**config.mk**
```make
export PLATFORM = sky130hd
export DESIGN_NAME = ascii_register_command_bridge_flat
export DESIGN_NICKNAME = d
export VERILOG_FILES = /design/src/hw/rtl/acb_pkg.sv /design/src/hw/rtl/acb_if.sv /design/src/hw/rtl/acb_frame_mem.sv /design/src/hw/rtl/ascii_register_command_bridge.sv /design/src/flat_wrapper.sv
export SDC_FILE = /design/constraint.sdc
export NUM_CORES = 2
export LEC_CHECK = 0
export ABC_AREA = 1
export BUFFER_PORTS_ARGS = -buffer_cell sky130_fd_sc_hd__buf_4
export CAP_MARGIN = 20
export CORE_MARGIN = 2
export CORE_UTILIZATION = 55
export CTS_BUF_LIST = sky130_fd_sc_hd__clkbuf_16
export CTS_CLUSTER_DIAMETER = 60
export DETAILED_ROUTE_END_ITERATION = 6
export PLACE_DENSITY = 0.71
export SYNTH_ARGS = -nofsm -noshare
export SYNTH_HDL_FRONTEND = slang
export SYNTH_SLANG_ARGS = --single-unit
```
**constraint.sdc**
```tcl
create_clock -name clk -period 17.8 [get_ports clk]
set_input_delay 0 -clock clk [delete_from_list [all_inputs] [get_ports clk]]
set_output_delay 0 -clock clk [all_outputs]
set_load 0.02 [all_outputs]
```
**src/hw/rtl/acb_pkg.sv**
```systemverilog
`default_nettype none

package acb_pkg;

	// Frame store geometry.
	localparam int FRAME_BYTES = 32;
	localparam int FRAME_AW    = $clog2(FRAME_BYTES);
	localparam int LEN_W       = $clog2(FRAME_BYTES + 1);
	localparam int HINT_LEN    = 25;
	localparam int DIGITS      = 20;

	// Result kinds.
	localparam logic [1:0] KIND_TX    = 2'd0;
	localparam logic [1:0] KIND_READ  = 2'd1;
	localparam logic [1:0] KIND_WRITE = 2'd2;

	// Characters with a meaning in the frame grammar.
	localparam logic [7:0] CH_R     = 8'h52;
	localparam logic [7:0] CH_E     = 8'h45;
	localparam logic [7:0] CH_G     = 8'h47;
	localparam logic [7:0] CH_COLON = 8'h3a;
	localparam logic [7:0] CH_NL    = 8'h0a;
	localparam logic [7:0] CH_QUERY = 8'h3f;
	localparam logic [7:0] CH_SPACE = 8'h20;
	localparam logic [7:0] CH_MINUS = 8'h2d;
	localparam logic [7:0] CH_ZERO  = 8'h30;

	typedef struct packed {
		logic        command;
		logic [7:0]  rx_byte;
		logic [15:0] read_data;
		logic        read_error;
	} in_item_t;

	typedef struct packed {
		logic [1:0]  kind;
		logic [7:0]  tx_byte;
		logic [15:0] reg_address;
		logic [15:0] write_data;
		logic        last;
	} out_item_t;

	// Character of the help hint at a given position.
	function automatic logic [7:0] hint_char(input logic [4:0] idx);
		logic [7:0] c;
		case (idx)
			5'd0:  c = "S";
			5'd1:  c = "e";
			5'd2:  c = "n";
			5'd3:  c = "d";
			5'd4:  c = " ";
			5'd5:  c = "R";
			5'd6:  c = "E";
			5'd7:  c = "G";
			5'd8:  c = ":";
			5'd9:  c = "0";
			5'd10: c = "0";
			5'd11: c = "0";
			5'd12: c = "0";
			5'd13: c = "0";
			5'd14: c = "?";
			5'd15: c = " ";
			5'd16: c = "f";
			5'd17: c = "o";
			5'd18: c = "r";
			5'd19: c = " ";
			5'd20: c = "h";
			5'd21: c = "e";
			5'd22: c = "l";
			5'd23: c = "p";
			5'd24: c = 8'h0a;
			default: c = 8'h00;
		endcase
		return c;
	endfunction

	// Weight of an address digit by its frame position.
	function automatic logic [15:0] digit_weight(input logic [3:0] pos);
		logic [15:0] w;
		case (pos)
			4'd4:    w = 16'd10000;
			4'd5:    w = 16'd1000;
			4'd6:    w = 16'd100;
			4'd7:    w = 16'd10;
			default: w = 16'd1;
		endcase
		return w;
	endfunction

	function automatic logic is_quad(input logic [15:0] a);
		return a == 16'd40604 || a == 16'd40608 || a == 16'd40612 || a == 16'd40616 ||
			a == 16'd40620 || a == 16'd40624 || a == 16'd40628;
	endfunction

	function automatic logic [2:0] read_words(input logic [15:0] a);
		logic [2:0] n;
		if (a == 16'd30201 || a == 16'd30208 || a == 16'd40301 || a == 16'd40632 ||
			a == 16'd40634) begin
			n = 3'd2;
		end else if (is_quad(a)) begin
			n = 3'd4;
		end else begin
			n = 3'd1;
		end
		return n;
	endfunction

	function automatic logic [2:0] write_words(input logic [15:0] a);
		logic [2:0] n;
		if (a == 16'd40301 || a == 16'd40632 || a == 16'd40634) begin
			n = 3'd2;
		end else if (is_quad(a)) begin
			n = 3'd4;
		end else begin
			n = 3'd1;
		end
		return n;
	endfunction

endpackage

`default_nettype wire

```
**src/hw/rtl/acb_if.sv**
```systemverilog
`default_nettype none

// Input channel: serial bytes and read responses.
interface acb_in_if;
	logic              valid;
	logic              ready;
	acb_pkg::in_item_t item;

	modport source (output valid, output item, input ready);
	modport sink (input valid, input item, output ready);
endinterface

// Output channel: transmit bytes and register requests.
interface acb_out_if;
	logic               valid;
	logic               ready;
	acb_pkg::out_item_t item;

	modport source (output valid, output item, input ready);
	modport sink (input valid, input item, output ready);
endinterface

`default_nettype wire

```
**src/hw/rtl/acb_frame_mem.sv**
```systemverilog
`default_nettype none

module acb_frame_mem (
	input  wire logic                         clk,
	input  wire logic                         we,
	input  wire logic [acb_pkg::FRAME_AW-1:0] waddr,
	input  wire logic [7:0]                   wdata,
	input  wire logic [acb_pkg::FRAME_AW-1:0] raddr,
	output logic      [7:0]                   rdata
);

	logic [7:0] mem [acb_pkg::FRAME_BYTES];

	// One write port, one registered read port.
	always_ff @(posedge clk) begin
		if (we) begin
			mem[waddr] <= wdata;
		end
		rdata <= mem[raddr];
	end

endmodule

`default_nettype wire

```
**src/hw/rtl/ascii_register_command_bridge.sv**
```systemverilog
`default_nettype none

// Channel  Dir  Payload                                          Handshake
// cmd      in   command, rx_byte, read_data, read_error          valid/ready
// res      out  kind, tx_byte, reg_address, write_data, last     valid/ready
//
// A plain byte is accepted straight into the frame store; cmd is ready only while the sequencer is idle.
// A finished frame is read back byte by byte: ten header bytes (0 to 8 and the last byte),
// then a backward scan for the space or sign and a forward decimal pass, then the results.
// A response that needs another word issues the next read; the last word starts a binary to
// decimal conversion of the 64-bit magnitude, skips leading zeros, then emits up to 21 bytes.
// Reset clears all control state; the frame memory needs no clearing.
// A stalled result register holds the sequencer in a state that emits; the next item waits on cmd.ready.
module ascii_register_command_bridge (
	input wire logic clk,
	input wire logic arst_n,
	acb_in_if.sink   cmd,
	acb_out_if.source res
);

	typedef enum logic [15:0] {
		S_IDLE   = 16'h0001,
		S_HINT   = 16'h0002,
		S_HREQ   = 16'h0004,
		S_HDAT   = 16'h0008,
		S_RDREQ  = 16'h0010,
		S_BREQ   = 16'h0020,
		S_BDAT   = 16'h0040,
		S_FREQ   = 16'h0080,
		S_FDAT   = 16'h0100,
		S_WR     = 16'h0200,
		S_RDNEXT = 16'h0400,
		S_CONV   = 16'h0800,
		S_SIGN   = 16'h1000,
		S_SKIP   = 16'h2000,
		S_DIG    = 16'h4000,
		S_NL     = 16'h8000
	} state_t;

	state_t                          state_q;
	logic [acb_pkg::LEN_W-1:0]       len_q;
	logic [acb_pkg::LEN_W-1:0]       flen_q;
	logic [acb_pkg::LEN_W-1:0]       pos_q;
	logic [4:0]                      idx_q;
	logic [15:0]                     addr_q;
	logic [15:0]                     pending_q;
	logic [2:0]                      fetched_q;
	logic                            awaiting_q;
	logic                            neg_q;
	logic [63:0]                     acc_q;
	logic [63:0]                     val_q;
	logic [63:0]                     bin_q;
	logic [4*acb_pkg::DIGITS-1:0]    bcd_q;
	logic [6:0]                      cnt_q;
	logic                            sign_q;
	logic [1:0]                      wi_q;
	logic                            ov_q;
	acb_pkg::out_item_t              out_q;

	logic                            mem_we;
	logic [acb_pkg::FRAME_AW-1:0]    mem_waddr;
	logic [7:0]                      mem_wdata;
	logic [acb_pkg::FRAME_AW-1:0]    mem_raddr;
	logic [7:0]                      mem_rdata;

	logic                            out_free;
	logic                            emit;
	acb_pkg::out_item_t              emit_item;
	logic                            in_acc;
	logic [2:0]                      rn;
	logic [2:0]                      wn;
	logic [1:0]                      wsel;
	logic [63:0]                     acc_next;
	logic [2:0]                      fetched_next;
	logic [3:0]                      cur_digit;
	logic [4*acb_pkg::DIGITS-1:0]    bcd_adj;
	logic [63:0]                     val_x10;
	logic [8:0]                      dig_diff;
	logic                            hdr_bad;

	acb_frame_mem u_mem (
		.clk   (clk),
		.we    (mem_we),
		.waddr (mem_waddr),
		.wdata (mem_wdata),
		.raddr (mem_raddr),
		.rdata (mem_rdata)
	);

	assign cmd.ready = (state_q == S_IDLE);
	assign in_acc    = cmd.valid && cmd.ready;
	assign out_free  = !ov_q || res.ready;
	assign res.valid = ov_q;
	assign res.item  = out_q;

	// Frame byte store, written only from idle.
	always_comb begin
		mem_we    = 1'b0;
		mem_waddr = len_q[acb_pkg::FRAME_AW-1:0];
		mem_wdata = cmd.item.rx_byte;
		if (in_acc && !cmd.item.command && !awaiting_q) begin
			if (cmd.item.rx_byte == acb_pkg::CH_R) begin
				mem_we    = 1'b1;
				mem_waddr = '0;
			end else if (cmd.item.rx_byte != acb_pkg::CH_NL &&
				len_q < acb_pkg::LEN_W'(acb_pkg::FRAME_BYTES)) begin
				mem_we = 1'b1;
			end
		end
	end

	// Read address for the sequencer.
	always_comb begin
		case (state_q)
			S_HREQ: begin
				mem_raddr = (idx_q < 5'd9) ? acb_pkg::FRAME_AW'(idx_q) :
					acb_pkg::FRAME_AW'(flen_q - 1'b1);
			end
			default: mem_raddr = pos_q[acb_pkg::FRAME_AW-1:0];
		endcase
	end

	// Header check of the frame byte just read.
	always_comb begin
		case (idx_q)
			5'd0:    hdr_bad = (mem_rdata != acb_pkg::CH_R);
			5'd1:    hdr_bad = (mem_rdata != acb_pkg::CH_E);
			5'd2:    hdr_bad = (mem_rdata != acb_pkg::CH_G);
			5'd3:    hdr_bad = (mem_rdata != acb_pkg::CH_COLON);
			default: hdr_bad = 1'b0;
		endcase
	end

	// Read response merge into the accumulator.
	assign rn = acb_pkg::read_words(pending_q);
	always_comb begin
		case (rn)
			3'd2: begin
				if (fetched_q == 3'd0) begin
					acc_next = {{32{cmd.item.read_data[15]}}, cmd.item.read_data, 16'h0000};
				end else begin
					acc_next = acc_q | {{48{cmd.item.read_data[15]}}, cmd.item.read_data};
				end
			end
			3'd4: begin
				acc_next = acc_q | ({48'h0, cmd.item.read_data} << {~fetched_q[1:0], 4'b0000});
			end
			default: acc_next = {48'h0, cmd.item.read_data};
		endcase
	end
	assign fetched_next = fetched_q + 3'd1;

	// Decimal helpers.
	always_comb begin
		for (int d = 0; d < acb_pkg::DIGITS; d++) begin
			bcd_adj[4*d +: 4] = (bcd_q[4*d +: 4] >= 4'd5) ? bcd_q[4*d +: 4] + 4'd3 :
				bcd_q[4*d +: 4];
		end
	end
	assign cur_digit = bcd_q[{idx_q, 2'b00} +: 4];
	assign dig_diff  = {1'b0, mem_rdata} - 9'h030;
	assign val_x10   = (val_q << 3) + (val_q << 1) + {{55{dig_diff[8]}}, dig_diff};

	// Word selection for writes, most significant first.
	assign wn   = acb_pkg::write_words(addr_q);
	assign wsel = 2'(wn - 3'd1 - {1'b0, wi_q});

	// Result to emit in the current state.
	always_comb begin
		emit      = 1'b0;
		emit_item = '0;
		case (state_q)
			S_HINT: begin
				emit              = 1'b1;
				emit_item.tx_byte = acb_pkg::hint_char(idx_q);
				emit_item.last    = (idx_q == 5'(acb_pkg::HINT_LEN - 1));
			end
			S_RDREQ: begin
				emit                  = 1'b1;
				emit_item.kind        = acb_pkg::KIND_READ;
				emit_item.reg_address = addr_q;
				emit_item.last        = 1'b1;
			end
			S_RDNEXT: begin
				emit                  = 1'b1;
				emit_item.kind        = acb_pkg::KIND_READ;
				emit_item.reg_address = pending_q + {13'h0, fetched_q};
				emit_item.last        = 1'b1;
			end
			S_WR: begin
				emit                  = 1'b1;
				emit_item.kind        = acb_pkg::KIND_WRITE;
				emit_item.reg_address = addr_q + {14'h0, wi_q};
				emit_item.write_data  = val_q[{wsel, 4'b0000} +: 16];
				emit_item.last        = ({1'b0, wi_q} == wn - 3'd1);
			end
			S_SIGN: begin
				emit              = 1'b1;
				emit_item.tx_byte = sign_q ? acb_pkg::CH_MINUS : acb_pkg::CH_SPACE;
			end
			S_DIG: begin
				emit              = 1'b1;
				emit_item.tx_byte = acb_pkg::CH_ZERO | {4'h0, cur_digit};
			end
			S_NL: begin
				emit              = 1'b1;
				emit_item.tx_byte = acb_pkg::CH_NL;
				emit_item.last    = 1'b1;
			end
			default: emit = 1'b0;
		endcase
	end

	// Output register.
	always_ff @(posedge clk or negedge arst_n) begin
		if (!arst_n) begin
			ov_q <= 1'b0;
		end else if (emit && out_free) begin
			ov_q <= 1'b1;
		end else if (res.ready) begin
			ov_q <= 1'b0;
		end
	end

	always_ff @(posedge clk) begin
		if (emit && out_free) begin
			out_q <= emit_item;
		end
	end

	// Sequencer.
	always_ff @(posedge clk or negedge arst_n) begin
		if (!arst_n) begin
			state_q    <= S_IDLE;
			len_q      <= '0;
			flen_q     <= '0;
			pos_q      <= '0;
			idx_q      <= '0;
			addr_q     <= '0;
			pending_q  <= '0;
			fetched_q  <= '0;
			awaiting_q <= 1'b0;
			neg_q      <= 1'b0;
			acc_q      <= '0;
			val_q      <= '0;
			bin_q      <= '0;
			bcd_q      <= '0;
			cnt_q      <= '0;
			sign_q     <= 1'b0;
			wi_q       <= '0;
		end else begin
			case (state_q)
				S_IDLE: begin
					if (in_acc && cmd.item.command && awaiting_q) begin
						if (fetched_q == 3'd0 && cmd.item.read_error) begin
							awaiting_q <= 1'b0;
						end else begin
							acc_q     <= acc_next;
							fetched_q <= fetched_next;
							if (fetched_next < rn) begin
								state_q <= S_RDNEXT;
							end else begin
								awaiting_q <= 1'b0;
								sign_q     <= acc_next[63];
								bin_q      <= acc_next[63] ? 64'h0 - acc_next : acc_next;
								bcd_q      <= '0;
								cnt_q      <= '0;
								state_q    <= S_CONV;
							end
						end
					end else if (in_acc && !cmd.item.command && !awaiting_q) begin
						if (cmd.item.rx_byte == acb_pkg::CH_R) begin
							len_q <= acb_pkg::LEN_W'(1);
						end else if (cmd.item.rx_byte == acb_pkg::CH_NL) begin
							flen_q <= len_q;
							len_q  <= '0;
							idx_q  <= '0;
							addr_q <= '0;
							state_q <= (len_q < acb_pkg::LEN_W'(10)) ? S_HINT : S_HREQ;
						end else if (len_q < acb_pkg::LEN_W'(acb_pkg::FRAME_BYTES)) begin
							len_q <= len_q + 1'b1;
						end
					end
				end
				S_HINT: begin
					if (out_free) begin
						idx_q <= idx_q + 5'd1;
						if (idx_q == 5'(acb_pkg::HINT_LEN - 1)) begin
							state_q <= S_IDLE;
						end
					end
				end
				S_HREQ: state_q <= S_HDAT;
				S_HDAT: begin
					if (hdr_bad) begin
						idx_q   <= '0;
						state_q <= S_HINT;
					end else if (idx_q == 5'd9) begin
						if (mem_rdata == acb_pkg::CH_QUERY) begin
							state_q <= S_RDREQ;
						end else begin
							pos_q   <= flen_q - 1'b1;
							neg_q   <= 1'b0;
							state_q <= S_BREQ;
						end
					end else begin
						idx_q   <= idx_q + 5'd1;
						state_q <= S_HREQ;
						if (idx_q inside {[5'd4:5'd8]}) begin
							addr_q <= addr_q + 16'(({8'h00, mem_rdata} - 16'h0030) *
								acb_pkg::digit_weight(idx_q[3:0]));
						end
					end
				end
				S_RDREQ: begin
					if (out_free) begin
						pending_q  <= addr_q;
						fetched_q  <= '0;
						acc_q      <= '0;
						awaiting_q <= 1'b1;
						state_q    <= S_IDLE;
					end
				end
				S_BREQ: begin
					if (pos_q < acb_pkg::LEN_W'(10)) begin
						pos_q   <= acb_pkg::LEN_W'(10);
						val_q   <= '0;
						state_q <= S_FREQ;
					end else begin
						state_q <= S_BDAT;
					end
				end
				S_BDAT: begin
					if (mem_rdata == acb_pkg::CH_SPACE || mem_rdata == acb_pkg::CH_MINUS) begin
						neg_q   <= (mem_rdata == acb_pkg::CH_MINUS);
						pos_q   <= pos_q + 1'b1;
						val_q   <= '0;
						state_q <= S_FREQ;
					end else begin
						pos_q   <= pos_q - 1'b1;
						state_q <= S_BREQ;
					end
				end
				S_FREQ: begin
					if (pos_q == flen_q) begin
						val_q   <= neg_q ? 64'h0 - val_q : val_q;
						wi_q    <= '0;
						state_q <= S_WR;
					end else begin
						state_q <= S_FDAT;
					end
				end
				S_FDAT: begin
					val_q   <= val_x10;
					pos_q   <= pos_q + 1'b1;
					state_q <= S_FREQ;
				end
				S_WR: begin
					if (out_free) begin
						wi_q <= wi_q + 2'd1;
						if ({1'b0, wi_q} == wn - 3'd1) begin
							state_q <= S_IDLE;
						end
					end
				end
				S_RDNEXT: begin
					if (out_free) begin
						state_q <= S_IDLE;
					end
				end
				S_CONV: begin
					{bcd_q, bin_q} <= {bcd_adj, bin_q} << 1;
					cnt_q          <= cnt_q + 7'd1;
					if (cnt_q == 7'd63) begin
						idx_q   <= 5'(acb_pkg::DIGITS - 1);
						state_q <= S_SIGN;
					end
				end
				S_SIGN: begin
					if (out_free) begin
						state_q <= S_SKIP;
					end
				end
				S_SKIP: begin
					if (cur_digit == 4'd0 && idx_q != 5'd0) begin
						idx_q <= idx_q - 5'd1;
					end else begin
						state_q <= S_DIG;
					end
				end
				S_DIG: begin
					if (out_free) begin
						if (idx_q == 5'd0) begin
							state_q <= S_NL;
						end else begin
							idx_q <= idx_q - 5'd1;
						end
					end
				end
				S_NL: begin
					if (out_free) begin
						state_q <= S_IDLE;
					end
				end
				default: state_q <= S_IDLE;
			endcase
		end
	end

	// A byte arriving during an outstanding read leaves the frame untouched.
	assert property (@(posedge clk) disable iff (!arst_n)
		(in_acc && !cmd.item.command && awaiting_q) |=> $stable(len_q))
		else $error("frame length changed during an outstanding read");

	// A response arriving with no read outstanding produces nothing.
	assert property (@(posedge clk) disable iff (!arst_n)
		(in_acc && cmd.item.command && !awaiting_q) |=> (state_q == S_IDLE))
		else $error("unexpected response started work");

	// A read request is always the final result of its transaction.
	assert property (@(posedge clk) disable iff (!arst_n)
		(res.valid && res.item.kind == acb_pkg::KIND_READ) |-> res.item.last)
		else $error("read request not marked last");

endmodule

`default_nettype wire
```
**src/flat_wrapper.sv**
```systemverilog
// flat-port wrapper written by rule: the top's interface ports become plain ports
module ascii_register_command_bridge_flat 
  (clk, arst_n, cmd_valid, cmd_item, cmd_ready, res_valid, res_item, res_ready);
  acb_in_if cmd_i ();
  acb_out_if res_i ();
  input wire logic clk;
  input wire logic arst_n;
  input wire logic [$bits(cmd_i.valid)-1:0] cmd_valid;
  input wire logic [$bits(cmd_i.item)-1:0] cmd_item;
  output wire logic [$bits(cmd_i.ready)-1:0] cmd_ready;
  output wire logic [$bits(res_i.valid)-1:0] res_valid;
  output wire logic [$bits(res_i.item)-1:0] res_item;
  input wire logic [$bits(res_i.ready)-1:0] res_ready;
  assign cmd_i.valid = cmd_valid;
  assign cmd_i.item = cmd_item;
  assign cmd_ready = cmd_i.ready;
  assign res_valid = res_i.valid;
  assign res_item = res_i.item;
  assign res_i.ready = res_ready;
  ascii_register_command_bridge u_core (.clk(clk), .arst_n(arst_n), .cmd(cmd_i), .res(res_i));
endmodule
```
==> impl_metrics.env <==
export IMPL_die_height_um=305
export IMPL_critPathCaptureType="flip-flop"
export IMPL_synth_nets=6876
export IMPL_area_growth_pct=8.83
export IMPL_worst_pin_slew_ns=1.14
export IMPL_fill_cells=8210
export IMPL_period_share_pct=44.9
export IMPL_met3_usage_pct=6.23
export IMPL_start_kind="flip-flop"
export IMPL_synth_area_um2=49900
export IMPL_p_comb_share_pct=43.3
export IMPL_vias=46800
export IMPL_ff2ff_path_depth=32
export IMPL_synth_seq_area_share_pct=36.2
export IMPL_dp_hpwl_um=123000
export IMPL_timing_rr_end="u_core.addr_q[15]"
export IMPL_setup_tns_ns=0
export IMPL_grt_max_degree=148
export IMPL_ys_types=85
export IMPL_wire_per_inst_um=22.0
export IMPL_fin_nets=6866
export IMPL_outcome="finished with violations"
export IMPL_fmax_mhz=125
export IMPL_cellPowerDensity_nw_per_um2=119
export IMPL_fin_skew_ns=0.0767
export IMPL_crit_arrival_ns=8.47
export IMPL_drt_pass1_iter_count=6
export IMPL_root_buffer="clkbuf_16"
export IMPL_gp_congestion=1.04
export IMPL_via_per_inst=6.04
export IMPL_violations="negative hold slack"
export IMPL_finalSetupViolCount=0
export IMPL_avgSynthCellArea_um2=7.67
export IMPL_clockPowerShare_pct=26.2
export IMPL_hold_buffers=24
export IMPL_cts_clk_slew_worst_paths_ns=0.06
export IMPL_cts_resized=0
export IMPL_synth_flop_cell="dfrtp_1"
export IMPL_p_total_mw=6.49
export IMPL_antenna_found_initial=6
export IMPL_clock_path_buffers=3
export IMPL_intPower_mw=3.57
export IMPL_post_dp_cell_area_um2=51300
export IMPL_timing_rr_start="u_core.idx_q[1]"
export IMPL_p_sw_share_pct=45.0
export IMPL_max_cap_violations=0
export IMPL_clk_latency_ns=0.71
export IMPL_ios=75
export IMPL_yosys_warnings=0
export IMPL_detail_route_antenna_nets=0
export IMPL_pwr_share_seq_pct=30.5
export IMPL_postCtsSetupRepairBufs=0
export IMPL_busiest_layer="met2"
export IMPL_post_route_min_period_ns=8.00
export IMPL_core_um2=90000
export IMPL_grt_pass1_vias=44500
export IMPL_row_count=110
export IMPL_crit_fanout=26
export IMPL_netlist_instances=6511
export IMPL_timing_slew_headroom_pct=24.2
export IMPL_die_w_um=305
export IMPL_drive_gt1_share_pct=7.83
export IMPL_wl_um=170000
export IMPL_numCtsBuffers=84
export IMPL_crit_end="u_core.addr_q[15]"
export IMPL_cpPeakStageDelay_ns=0.98
export IMPL_grt_pass1_wl_um=263000
export IMPL_ys_ff_latch=665
export IMPL_p_sw_mw=2.92
export IMPL_htree_levels=3
export IMPL_dieArea_um2=93200
export IMPL_hold_path_class="primary input to async pin"
export IMPL_crit_slowest_cell="dfrtp_1"
export IMPL_grt_total_usage_pct=36.1
export IMPL_cts_tree="done"
export IMPL_ff2ff_setup_slack_ns=9.80
export IMPL_grt_ovfl_total=0
export IMPL_report_final_slew_viol_count=0
export IMPL_required_ns=18.27
export IMPL_critPathLaunch="u_core.idx_q[1]"
export IMPL_synth_edf_count=298
export IMPL_rsz0062_at_grt="false"
export IMPL_initial_utilization_pct=55.5
export IMPL_io_buffer_count=73
export IMPL_clock_sinks=665
export IMPL_vdd_drop_max_mv=0.127
export IMPL_crit_top_cell="inv_1"
export IMPL_critPathKind="flip-flop to flip-flop"
export IMPL_drc=0
export IMPL_hold_viol=2
export IMPL_use_met2_pct=57.3
export IMPL_fin_area_um2=54300
export IMPL_drtIter0Drc=5082
export IMPL_globalRouteMet1Util_pct=47.7
export IMPL_async_flop_share_pct=54.0
export IMPL_p_leak_nw=25.0
export IMPL_holdWs_ns=-0.0101
[how the worst min path moves through the flow]
stage | from | cells after the start | to | slack (ns)
after floorplan | arst_n | 0 | u_core.acc_q[0] | -0.30
after global placement | arst_n | 1 | u_core.pending_q[9] | 0.11
after detailed placement | arst_n | 1 | u_core.pending_q[9] | 0.12
after CTS | arst_n | 2 | u_core.acc_q[28] | 0.006
after global routing | arst_n | 2 | u_core.pending_q[8] | 0.06
final | arst_n | 2 | u_core.pending_q[9] | -0.01
[cells by family (layout without fill, tap and decap cells)]
logic type	after synthesis	count (layout)	share of synthesized area (%)
AO/OA/AOI/OAI	1528	1528	18.3
XOR/XNOR	96	96	1.68
adder cells (fa/ha/maj)	335	335	10.6
buffers and inverters	1232	1289	9.70
flip-flops	665	665	36.2
multiplexers	3	3	0.0626
other	1	2	0.00751
AND/OR/NAND/NOR	2651	2651	23.4
[stage by stage]
stage	worst slack, ns	std cells	hold WS [ns]	util (%)
after floorplan	8.28	6511	-0.296	-
after global placement	9.97	7566	0.112	57.0
after detailed placement	9.92	7566	0.118	57.0
after CTS	9.85	7743	0.00568	60.4
after global routing	9.09	7744	0.0576	60.4
final	9.80	7745	-0.0101	60.4
[worst max-delay path: cells and delay by family, from the launching register on]
| kind | cells | cell delay, ns |
|---|---|---|
| AOI/OAI and AO/OA | 5 | 0.71 |
| xor gates and xnor gates | 1 | 0.16 |
| adders and majority gates | 6 | 2.80 |
| buffers and inverters | 10 | 1.66 |
| DFF | 1 | 0.98 |
| and+or+nand+nor | 10 | 1.46 |
[final cells by class]
| cell class | instances | area [µm²] | share of cell area, % |
|---|---|---|---|
| sequential | 665 | 18100 | 33.3 |
| clock buffer | 85 | 2130 | 3.91 |
| tap | 1176 | 1470 | 2.71 |
| timing repair buffer | 147 | 1200 | 2.20 |
| clock inverter | 68 | 633 | 1.17 |
| inverter | 989 | 3720 | 6.84 |
| multi-input combinational | 4614 | 27100 | 49.9 |
| antenna | 1 | 2.50 | 0.00461 |
[state kept, by name, summed over array words and instances (netlist names), 7 cells and up]
| name | flops |
|---|---|
| u_core.acc_q | 64 |
| u_core.addr_q | 16 |
| u_core.bcd_q | 80 |
| u_core.bin_q | 64 |
| u_core.cnt_q | 7 |
| u_core.pending_q | 16 |
| u_core.res.item | 42 |
| u_core.state_q | 16 |
| u_core.u_mem.mem | 256 |
| u_core.u_mem.rdata | 8 |
| u_core.val_q | 64 |
[cells in the final DEF (no fill, tap or decap), types with 12 or more instances in the layout]
| master | n |
|---|---|
| nand2_1 | 1190 |
| inv_1 | 956 |
| nor2_1 | 745 |
| o21ai_0 | 474 |
| a21oi_1 | 397 |
| dfrtp_1 | 358 |
| edfxtp_1 | 298 |
| nand3_1 | 265 |
| ha_1 | 187 |
| o22ai_1 | 186 |
| fa_1 | 147 |
| buf_4 | 120 |
| o211ai_1 | 104 |
| nor3_1 | 103 |
| or2_2 | 99 |
| clkbuf_16 | 85 |
| nand4_1 | 72 |
| xor2_1 | 70 |
| o311ai_0 | 55 |
| a31oi_1 | 52 |
| a22oi_1 | 50 |
| a211oi_1 | 42 |
| inv_2 | 37 |
| nor4_1 | 36 |
| o221ai_1 | 32 |
| nor2_2 | 27 |
| xnor2_1 | 25 |
| dlygate4sd3_1 | 24 |
| clkinv_1 | 22 |
| nand2_2 | 20 |
| o21ai_1 | 20 |
| o32ai_1 | 19 |
| nor2_4 | 18 |
| clkinv_2 | 14 |
| o21a_1 | 14 |
| nand3_2 | 12 |
| o31ai_1 | 12 |
[Yosys cell counts (all sizes together), types with 119 or more instances]
cell	instances	area, µm²
nand2	1215	4650
inv	980	3680
nor2	792	3200
o21ai	497	2490
a21oi	400	2010
dfrtp	358	8960
edfxtp	298	8950
nand3	284	1560
ha	188	2350
o22ai	186	1160
fa	147	2940
clkbuf	130	488
nor3	119	689
[power by group through the flow]
| stage | registers (mW) | clock network (mW) | logic [mW] |
|---|---|---|---|
| 2_1_floorplan | 1.94 | 0 | 1.90 |
| 3_5_place_dp | 2.00 | 0 | 2.75 |
| 3_3_place_gp | 2.00 | 0 | 2.71 |
| 6_report | 1.98 | 1.70 | 2.81 |
| 4_1_cts | 1.98 | 1.71 | 2.77 |
| 5_1_grt | 2.00 | 1.78 | 3.08 |
[metal layers]
layer / up-vias / share of wire (%) / routed length, µm
met5: - / 0.022 / 37
met4: 6 / 5.6 / 9510
met3: 459 / 8.7 / 14900
met2: 2294 / 46 / 77600
met1: 22100 / 40 / 68400
li1: 21900 / - / -
No activity file was read; power rests on OpenSTA's default activity.
